### config.mk
export PLATFORM = sky130hd
export DESIGN_NAME = shamir_gf256_reconstruct
export DESIGN_NICKNAME = d
export VERILOG_FILES = /design/src/hw/rtl/shamir_pkg.sv /design/src/hw/rtl/shamir_ram.sv /design/src/hw/rtl/shamir_ctrl.sv /design/src/hw/rtl/shamir_dp.sv /design/src/hw/rtl/shamir_gf256_reconstruct.sv
export SDC_FILE = /design/constraint.sdc
export NUM_CORES = 1
export LEC_CHECK = 0
export BUFFER_PORTS_ARGS = -buffer_cell sky130_fd_sc_hd__buf_2
export CAP_MARGIN = 40
export CORE_MARGIN = 2
export CORE_UTILIZATION = 30
export CTS_BUF_LIST = sky130_fd_sc_hd__clkbuf_8 sky130_fd_sc_hd__clkbuf_16
export DETAILED_ROUTE_END_ITERATION = 10
export GPL_TIMING_DRIVEN = 0
export PLACE_DENSITY_LB_ADDON = 0.05
export SYNTH_ARGS = -nofsm -noshare
export SYNTH_HDL_FRONTEND = slang
export SYNTH_SLANG_ARGS = --single-unit
export TNS_END_PERCENT = 20
### constraint.sdc
create_clock -name aclk -period 4.2 [get_ports aclk]
set_input_delay 0.63 -clock aclk [delete_from_list [all_inputs] [get_ports aclk]]
set_output_delay 0.63 -clock aclk [all_outputs]
set_load 0.005 [all_outputs]
### src/hw/rtl/shamir_pkg.sv
package shamir_pkg;

    localparam int MAX_SHARES_DEF = 16;
    localparam int CNT_W          = 5;
    localparam int STEP_W         = 3;

    localparam logic [CNT_W-1:0]  SHARE_COUNT_RST = 5'd2;
    localparam logic [7:0]        GF_POLY         = 8'h1b;
    localparam logic [7:0]        GF_MSB          = 8'h80;
    localparam logic [STEP_W-1:0] INV_LAST        = 3'd6;

    typedef enum logic [2:0] {
        ST_IDLE,
        ST_SHARE,
        ST_RD_XI,
        ST_LD_XI,
        ST_ACC,
        ST_SQ,
        ST_INV,
        ST_WGT
    } state_t;

    typedef enum logic [2:0] {
        OP_NONE,
        OP_SHARE,
        OP_RD_XI,
        OP_LD_XI,
        OP_ACC,
        OP_SQ,
        OP_INV,
        OP_WGT
    } dp_op_t;

    typedef struct packed {
        logic   accept;
        dp_op_t op;
    } cmd_t;

    typedef struct packed {
        logic k_zero;
        logic i_last;
        logic j_last;
        logic inv_done;
        logic last_reg;
        logic out_busy;
    } status_t;

    function automatic logic [7:0] gf_mul(input logic [7:0] a, input logic [7:0] b);
        logic [7:0] p;
        logic [7:0] aa;
        p  = '0;
        aa = a;
        for (int n = 0; n < 8; n++) begin
            if (b[n]) begin
                p = p ^ aa;
            end
            if ((aa & GF_MSB) != '0) begin
                aa = (aa << 1) ^ GF_POLY;
            end else begin
                aa = aa << 1;
            end
        end
        return p;
    endfunction

endpackage

### src/hw/rtl/shamir_ram.sv
module shamir_ram #(
    parameter int WIDTH = 8,
    parameter int DEPTH = 16
) (
    input  logic                     aclk,
    input  logic                     we,
    input  logic [$clog2(DEPTH)-1:0] waddr,
    input  logic [WIDTH-1:0]         wdata,
    input  logic                     re,
    input  logic [$clog2(DEPTH)-1:0] raddr,
    output logic [WIDTH-1:0]         rdata
);

    logic [WIDTH-1:0] mem_reg [DEPTH];
    logic [WIDTH-1:0] rdata_reg;

    always_ff @(posedge aclk) begin
        if (we) begin
            mem_reg[waddr] <= wdata;
        end
        if (re) begin
            rdata_reg <= mem_reg[raddr];
        end
    end

    assign rdata = rdata_reg;

endmodule

### src/hw/rtl/shamir_ctrl.sv
module shamir_ctrl (
    input  logic                aclk,
    input  logic                aresetn,
    input  logic                s_valid,
    output logic                s_ready,
    input  logic                s_func,
    input  logic                s_last_share,
    input  shamir_pkg::status_t status,
    output shamir_pkg::cmd_t    cmd
);

    shamir_pkg::state_t state_reg;
    shamir_pkg::state_t state_next;

    always_ff @(posedge aclk) begin
        if (!aresetn) begin
            state_reg <= shamir_pkg::ST_IDLE;
        end else begin
            state_reg <= state_next;
        end
    end

    always_comb begin
        state_next = state_reg;
        case (state_reg)
            shamir_pkg::ST_IDLE: begin
                if (s_valid) begin
                    if (s_func) begin
                        state_next = shamir_pkg::ST_SHARE;
                    end else if (s_last_share && !status.k_zero) begin
                        state_next = shamir_pkg::ST_RD_XI;
                    end
                end
            end
            shamir_pkg::ST_SHARE: begin
                if (!(status.last_reg && status.out_busy)) begin
                    state_next = shamir_pkg::ST_IDLE;
                end
            end
            shamir_pkg::ST_RD_XI: state_next = shamir_pkg::ST_LD_XI;
            shamir_pkg::ST_LD_XI: state_next = shamir_pkg::ST_ACC;
            shamir_pkg::ST_ACC: begin
                if (status.j_last) begin
                    state_next = shamir_pkg::ST_SQ;
                end
            end
            shamir_pkg::ST_SQ: state_next = shamir_pkg::ST_INV;
            shamir_pkg::ST_INV: begin
                if (status.inv_done) begin
                    state_next = shamir_pkg::ST_WGT;
                end
            end
            shamir_pkg::ST_WGT: begin
                if (status.i_last) begin
                    state_next = shamir_pkg::ST_IDLE;
                end else begin
                    state_next = shamir_pkg::ST_RD_XI;
                end
            end
            default: state_next = shamir_pkg::ST_IDLE;
        endcase
    end

    always_comb begin
        s_ready    = (state_reg == shamir_pkg::ST_IDLE);
        cmd.accept = s_ready && s_valid;
        case (state_reg)
            shamir_pkg::ST_SHARE: begin
                if (status.last_reg && status.out_busy) begin
                    cmd.op = shamir_pkg::OP_NONE;
                end else begin
                    cmd.op = shamir_pkg::OP_SHARE;
                end
            end
            shamir_pkg::ST_RD_XI: cmd.op = shamir_pkg::OP_RD_XI;
            shamir_pkg::ST_LD_XI: cmd.op = shamir_pkg::OP_LD_XI;
            shamir_pkg::ST_ACC:   cmd.op = shamir_pkg::OP_ACC;
            shamir_pkg::ST_SQ:    cmd.op = shamir_pkg::OP_SQ;
            shamir_pkg::ST_INV:   cmd.op = shamir_pkg::OP_INV;
            shamir_pkg::ST_WGT:   cmd.op = shamir_pkg::OP_WGT;
            default:              cmd.op = shamir_pkg::OP_NONE;
        endcase
    end

endmodule

### src/hw/rtl/shamir_dp.sv
module shamir_dp #(
    parameter int MAX_SHARES = shamir_pkg::MAX_SHARES_DEF
) (
    input  logic                        aclk,
    input  logic                        aresetn,
    input  shamir_pkg::cmd_t            cmd,
    output shamir_pkg::status_t         status,
    input  logic                        s_func,
    input  logic [3:0]                  s_slot,
    input  logic [7:0]                  s_x_coord,
    input  logic [7:0]                  s_y_byte,
    input  logic                        s_last_share,
    output logic                        m_valid,
    input  logic                        m_ready,
    output logic [7:0]                  m_recovered_byte,
    input  logic                        cfg_we,
    input  logic [shamir_pkg::CNT_W-1:0] cfg_data
);

    localparam int AW = $clog2(MAX_SHARES);
    localparam int KW = $clog2(MAX_SHARES + 1);
    localparam int CW = (KW > shamir_pkg::CNT_W) ? KW : shamir_pkg::CNT_W;
    localparam int SW = shamir_pkg::STEP_W;

    logic [shamir_pkg::CNT_W-1:0]  share_count_reg;
    logic [CW-1:0]                 k;
    logic [CW-1:0]                 k_last;
    logic                          slot_active;
    logic [AW-1:0]                 i_reg;
    logic [AW-1:0]                 j_reg;
    logic [shamir_pkg::STEP_W-1:0] step_reg;
    logic [7:0]                    xi_reg;
    logic [7:0]                    num_reg;
    logic [7:0]                    den_reg;
    logic [7:0]                    inv_reg;
    logic [7:0]                    y_reg;
    logic [7:0]                    acc_reg;
    logic [7:0]                    secret_reg;
    logic                          last_reg;
    logic                          active_reg;
    logic                          m_valid_reg;
    logic                          emit;
    logic                          i_last;
    logic                          j_last;
    logic [7:0]                    ma_a;
    logic [7:0]                    ma_b;
    logic [7:0]                    ma_p;
    logic [7:0]                    mb_a;
    logic [7:0]                    mb_b;
    logic [7:0]                    mb_p;
    logic [7:0]                    share_prod;
    logic                          crd_re;
    logic [AW-1:0]                 crd_addr;
    logic [7:0]                    crd;
    logic [7:0]                    wrd;

    assign k = (CW'(share_count_reg) > CW'(MAX_SHARES)) ? CW'(MAX_SHARES)
                                                         : CW'(share_count_reg);
    assign k_last      = k - CW'(1);
    assign slot_active = CW'(s_slot) < k;
    assign i_last      = CW'(i_reg) == k_last;
    assign j_last      = CW'(j_reg) == k_last;
    assign emit        = (cmd.op == shamir_pkg::OP_SHARE) && last_reg;

    always_comb begin
        case (cmd.op)
            shamir_pkg::OP_SHARE: begin
                ma_a = y_reg;
                ma_b = wrd;
            end
            shamir_pkg::OP_ACC: begin
                ma_a = num_reg;
                ma_b = crd;
            end
            shamir_pkg::OP_INV: begin
                ma_a = inv_reg;
                ma_b = den_reg;
            end
            default: begin
                ma_a = num_reg;
                ma_b = inv_reg;
            end
        endcase
        mb_a = den_reg;
        if (cmd.op == shamir_pkg::OP_ACC) begin
            mb_b = xi_reg ^ crd;
        end else begin
            mb_b = den_reg;
        end
    end

    assign ma_p       = shamir_pkg::gf_mul(ma_a, ma_b);
    assign mb_p       = shamir_pkg::gf_mul(mb_a, mb_b);
    assign share_prod = active_reg ? ma_p : 8'h00;

    always_comb begin
        crd_re = cmd.op inside {shamir_pkg::OP_RD_XI, shamir_pkg::OP_LD_XI, shamir_pkg::OP_ACC};
        case (cmd.op)
            shamir_pkg::OP_LD_XI: crd_addr = '0;
            shamir_pkg::OP_ACC:   crd_addr = j_last ? j_reg : j_reg + AW'(1);
            default:              crd_addr = i_reg;
        endcase
    end

    shamir_ram #(
        .WIDTH (8),
        .DEPTH (MAX_SHARES)
    ) u_coord_ram (
        .aclk  (aclk),
        .we    (cmd.accept && !s_func && slot_active),
        .waddr (AW'(s_slot)),
        .wdata (s_x_coord),
        .re    (crd_re),
        .raddr (crd_addr),
        .rdata (crd)
    );

    shamir_ram #(
        .WIDTH (8),
        .DEPTH (MAX_SHARES)
    ) u_weight_ram (
        .aclk  (aclk),
        .we    (cmd.op == shamir_pkg::OP_WGT),
        .waddr (i_reg),
        .wdata (ma_p),
        .re    (cmd.accept && s_func),
        .raddr (AW'(s_slot)),
        .rdata (wrd)
    );

    always_ff @(posedge aclk) begin
        if (!aresetn) begin
            share_count_reg <= shamir_pkg::SHARE_COUNT_RST;
            acc_reg         <= '0;
            m_valid_reg     <= 1'b0;
            last_reg        <= 1'b0;
            i_reg           <= '0;
            j_reg           <= '0;
            step_reg        <= '0;
        end else begin
            if (cfg_we) begin
                share_count_reg <= cfg_data;
            end
            if (cmd.accept) begin
                last_reg <= s_last_share;
                i_reg    <= '0;
            end
            if (cmd.op == shamir_pkg::OP_SHARE) begin
                acc_reg <= last_reg ? 8'h00 : (acc_reg ^ share_prod);
            end
            if (emit) begin
                m_valid_reg <= 1'b1;
            end else if (m_ready) begin
                m_valid_reg <= 1'b0;
            end
            case (cmd.op)
                shamir_pkg::OP_LD_XI: j_reg <= '0;
                shamir_pkg::OP_ACC: begin
                    if (!j_last) begin
                        j_reg <= j_reg + AW'(1);
                    end
                end
                shamir_pkg::OP_SQ:  step_reg <= '0;
                shamir_pkg::OP_INV: step_reg <= step_reg + SW'(1);
                shamir_pkg::OP_WGT: begin
                    if (!i_last) begin
                        i_reg <= i_reg + AW'(1);
                    end
                end
                default: ;
            endcase
        end
    end

    always_ff @(posedge aclk) begin
        if (cmd.accept) begin
            y_reg      <= s_y_byte;
            active_reg <= slot_active;
        end
        if (emit) begin
            secret_reg <= acc_reg ^ share_prod;
        end
        case (cmd.op)
            shamir_pkg::OP_LD_XI: begin
                xi_reg  <= crd;
                num_reg <= 8'h01;
                den_reg <= 8'h01;
            end
            shamir_pkg::OP_ACC: begin
                if (j_reg != i_reg) begin
                    num_reg <= ma_p;
                    den_reg <= mb_p;
                end
            end
            shamir_pkg::OP_SQ: begin
                den_reg <= mb_p;
                inv_reg <= 8'h01;
            end
            shamir_pkg::OP_INV: begin
                den_reg <= mb_p;
                inv_reg <= ma_p;
            end
            default: ;
        endcase
    end

    assign m_valid          = m_valid_reg;
    assign m_recovered_byte = secret_reg;

    always_comb begin
        status.k_zero   = (k == '0);
        status.i_last   = i_last;
        status.j_last   = j_last;
        status.inv_done = (step_reg == shamir_pkg::INV_LAST);
        status.last_reg = last_reg;
        status.out_busy = m_valid_reg && !m_ready;
    end

`ifndef SYNTHESIS
    a_acc_cleared: assert property (@(posedge aclk) disable iff (!aresetn)
        emit |=> (acc_reg == 8'h00))
        else $error("accumulator not cleared after emit");

    a_no_overwrite: assert property (@(posedge aclk) disable iff (!aresetn)
        emit |-> !(m_valid_reg && !m_ready))
        else $error("result overwritten while stalled");

    a_wgt_index: assert property (@(posedge aclk) disable iff (!aresetn)
        (cmd.op == shamir_pkg::OP_WGT) |-> (CW'(i_reg) <= k_last))
        else $error("weight write beyond active slots");

    a_acc_index: assert property (@(posedge aclk) disable iff (!aresetn)
        (cmd.op == shamir_pkg::OP_ACC) |-> (CW'(j_reg) <= k_last))
        else $error("coordinate scan beyond active slots");
`endif

endmodule

### src/hw/rtl/shamir_gf256_reconstruct.sv
// Shamir secret reconstruction over GF(2^8), polynomial 0x11b, interpolated at x = 0.
// A coordinate request (func 0) marked last also runs the weight pass when k is
// nonzero, which for k active slots does one coordinate RAM read per term and a
// 7-step square-and-multiply inversion per weight. A share-byte request (func 1)
// does a registered weight RAM read, then one GF multiply and XOR into the
// accumulator. The result sits in an output register, so new requests are taken
// while it waits; only a last share byte holds until that register is free.
// Duplicate x values give weight zero. cfg_data sets share_count; it must be
// written only while the block is idle, and the block itself does not enforce this.
module shamir_gf256_reconstruct #(
    parameter int MAX_SHARES = shamir_pkg::MAX_SHARES_DEF
) (
    input  logic                         aclk,
    input  logic                         aresetn,
    input  logic                         s_valid,
    output logic                         s_ready,
    input  logic                         s_func,
    input  logic [3:0]                   s_slot,
    input  logic [7:0]                   s_x_coord,
    input  logic [7:0]                   s_y_byte,
    input  logic                         s_last_share,
    output logic                         m_valid,
    input  logic                         m_ready,
    output logic [7:0]                   m_recovered_byte,
    input  logic                         cfg_valid,
    output logic                         cfg_ready,
    input  logic [shamir_pkg::CNT_W-1:0] cfg_data
);

    shamir_pkg::cmd_t    cmd;
    shamir_pkg::status_t status;

    assign cfg_ready = 1'b1;

    shamir_ctrl u_ctrl (
        .aclk         (aclk),
        .aresetn      (aresetn),
        .s_valid      (s_valid),
        .s_ready      (s_ready),
        .s_func       (s_func),
        .s_last_share (s_last_share),
        .status       (status),
        .cmd          (cmd)
    );

    shamir_dp #(
        .MAX_SHARES (MAX_SHARES)
    ) u_dp (
        .aclk             (aclk),
        .aresetn          (aresetn),
        .cmd              (cmd),
        .status           (status),
        .s_func           (s_func),
        .s_slot           (s_slot),
        .s_x_coord        (s_x_coord),
        .s_y_byte         (s_y_byte),
        .s_last_share     (s_last_share),
        .m_valid          (m_valid),
        .m_ready          (m_ready),
        .m_recovered_byte (m_recovered_byte),
        .cfg_we           (cfg_valid && cfg_ready),
        .cfg_data         (cfg_data)
    );

endmodule
==> results_dict.tcl <==
set metrics [dict create \
    fillers 5783 \
    dp_hpwl_microns 37000 \
    synth_top_area_share 0.536 \
    synth-main-ff-cell "edfxtp_1" \
    yosys.cell_count.top_type "edfxtp_1" \
    path_class "flip-flop to flip-flop" \
    grt_pass1_vias 11400 \
    ys_top_cells_by_count "edfxtp_1 (321), mux2i_1 (141), nand2_1 (108), nor2_1 (108), xnor2_1 (103)" \
    yosysTopAreaCell "edfxtp_1" \
    ant_nets 0 \
    drive_above_1_share 0.176 \
    ys_seq_elements 350 \
    clockBufferDepth 3 \
    min_path_type "input pin to flip-flop" \
    timing.fmax_mhz 252 \
    place.gp.congestion 0.852 \
    yosysWarnings 0 \
    htreeDepth 2 \
    period_needed_ns 3.97 \
    drv_slew 0 \
    overflow 0 \
    total_power_mw 13.7 \
    via_per_inst 4.99 \
    numCtsBuffers 43 \
    grt_max_degree 18 \
    ff2ff_path_depth 12 \
    slew_headroom 0.384 \
    setup_viol 0 \
    syn_nets 1430 \
    die-area_sq_um 61900 \
    cts_tree "built" \
    cp_max_fo 16 \
    io_buffers 38 \
    yosysSeqAreaShare 0.568 \
    clkLatencyLatePin_ns 0.56 \
    wl_per_cell_microns 22.4 \
    clockRootBuffer "clkbuf_16" \
    drt-initial-drc-count 713 \
    vias 11500 \
    num_rows 89 \
    postSynth.asyncResetShare 0 \
    drt-total-wl_microns 51700 \
    cts_hold_buf 0 \
    drc 0 \
    netlist_instances 1386 \
    hold_violations 0 \
    grt_pass1_wl_microns 76400 \
    fin_crit_sh 0.945 \
    start_kind "flip-flop" \
    worst_pin_slew_ns 0.924 \
    die_y_microns 249 \
    clkTransAtPathRegs_ns 0.06 \
    power.leakage_nw 7.30 \
    drv_cap 0 \
    power_density_nw_per_um2 652 \
    num_io_pins 43 \
    clkSinkCount 350 \
    syn_area_sq_um 18000 \
    busiest_layer "met2" \
    required_ns 4.47 \
    area_growth_pct 17.1 \
    grt_usage 0.165 \
    finalNetCount 1552 \
    worstHoldPathCells 1 \
    final_core_util 0.356 \
    rsz0062_at_grt "yes" \
    synth_edf_count 321 \
    dr.pass1.iters 5 \
    die_w_microns 249 \
    grtUsageMet2 0.267 \
    grt_util_met1 0.232 \
    met3_usage 0.0271 \
    ys_top_cells_by_area "edfxtp_1 (54%), mux2i_1 (7.9%), xnor2_1 (5.0%)" \
    antenna_found_initial 2 \
    ir_drop_mv 0.383 \
    crit_arrival_ns 4.24 \
    syn_area_per_cell_sq_um 13.0 \
    cp-end-kind "flip-flop" \
    ys_types 81 \
    status "finished, final reports clean" \
    coreArea_sq_um 59100 \
    insertedDiodeCount 0 \
    start_util 0.304 \
    fin_skew_ns 0.0231 \
]
-- area by class of cell --
class | count | area [sq um] | area share
well taps | 773 | 967 | 0.0460
inverters | 23 | 88.8 | 0.00422
multi-input cells | 931 | 7460 | 0.354
clock buffers | 44 | 1100 | 0.0523
repair buffers | 78 | 522 | 0.0248
clock inverters | 34 | 280 | 0.0133
plain buffers | 81 | 408 | 0.0194
flip-flops and latches | 350 | 10200 | 0.486
-- per-stage QoR --
step	hold WS, ns	cells	setup TNS, ns	worst slack [ns]	cell area [sq um]
after global routing	0.219	2314	-1.60	-0.0578	21000
after detailed placement	0.489	2233	-21.39	-0.540	19500
after floorplan	0.458	1386	0	0.323	18000
after CTS	0.209	2311	0	0.00539	20900
after global placement	0.466	2197	-132.35	-1.56	19100
final	0.246	2314	0	0.230	21000
-- critical path: stages, from the launching register on --
cell and delay [ns]:
dfxtp_1 0.30, buf_4 0.16, and3b_2 0.27, buf_2 0.25, nor2_1 0.12, buf_2 0.22
o21ai_0 0.42, buf_2 0.27, nor2_1 0.08, o311ai_1 0.34, xnor2_1 0.16, xnor3_1 0.55
inv_1 0.51
-- metal layers --
metal	vias to the layer above	part of all wire	routed length, microns
met2	203	0.46	24000
met1	5797	0.48	24800
li1	5471	-	-
met3	61	0.037	1930
met4	4	0.018	952
met5	-	0.00039	20
-- kinds of logic (layout without fill, tap and decap cells) --
logic type	Yosys count	count (layout)	synth area share
AO/OA/AOI/OAI	228	228	0.0871
XOR/XNOR	160	160	0.0896
adder cells (fa/ha/maj)	12	12	0.00835
buffers and inverters	105	260	0.0260
flip-flops	350	350	0.568
multiplexers	186	186	0.132
other	1	1	0.000209
AND/OR/NAND/NOR	344	344	0.0885
-- cells in the final DEF, fill, tap and decap left out, types with 9 or more instances in the layout --
cell       instances
edfxtp_1         321
mux2i_1          135
nand2_1          106
nor2_1           104
xnor2_1          100
buf_2             57
o21ai_0           52
a21oi_1           50
clkbuf_1          48
clkbuf_16         44
xor2_1            40
mux4_2            40
buf_4             33
inv_1             31
nor3_1            29
dfxtp_1           29
nand3_1           20
and2_1            17
xnor3_1           13
buf_6             12
ha_1              11
a32oi_1           10
o211ai_1          10
a22oi_1           10
o21ai_1            9
-- worst paths after layout --
check | endpoint | slack, ns | startpoint
hold reg to reg | u_dp.step_reg[2] | 0.50 | u_dp.step_reg[2]
setup / recovery | u_dp.u_weight_ram.mem_reg[12][3] | 0.23 | u_dp.last_reg
setup reg to reg | u_dp.u_weight_ram.mem_reg[12][3] | 0.23 | u_dp.last_reg
hold / removal | u_dp.y_reg[6] | 0.25 | s_y_byte[6]
-- report_power, final --
part           leakage [nW]  internal, mW  switching (mW)
clock network         0.716          2.15            1.47
logic                  3.44          1.73            3.28
registers              3.14          5.02          0.0860
-- what timing repair did --
item | CTS | global route
pin swaps | 0 | 1
endpoints found under the setup margin | 11 | 119
resized for setup | 15 | 27
buffers inserted | 0 | 4
Note: power is estimated with default switching activity, not from simulation.
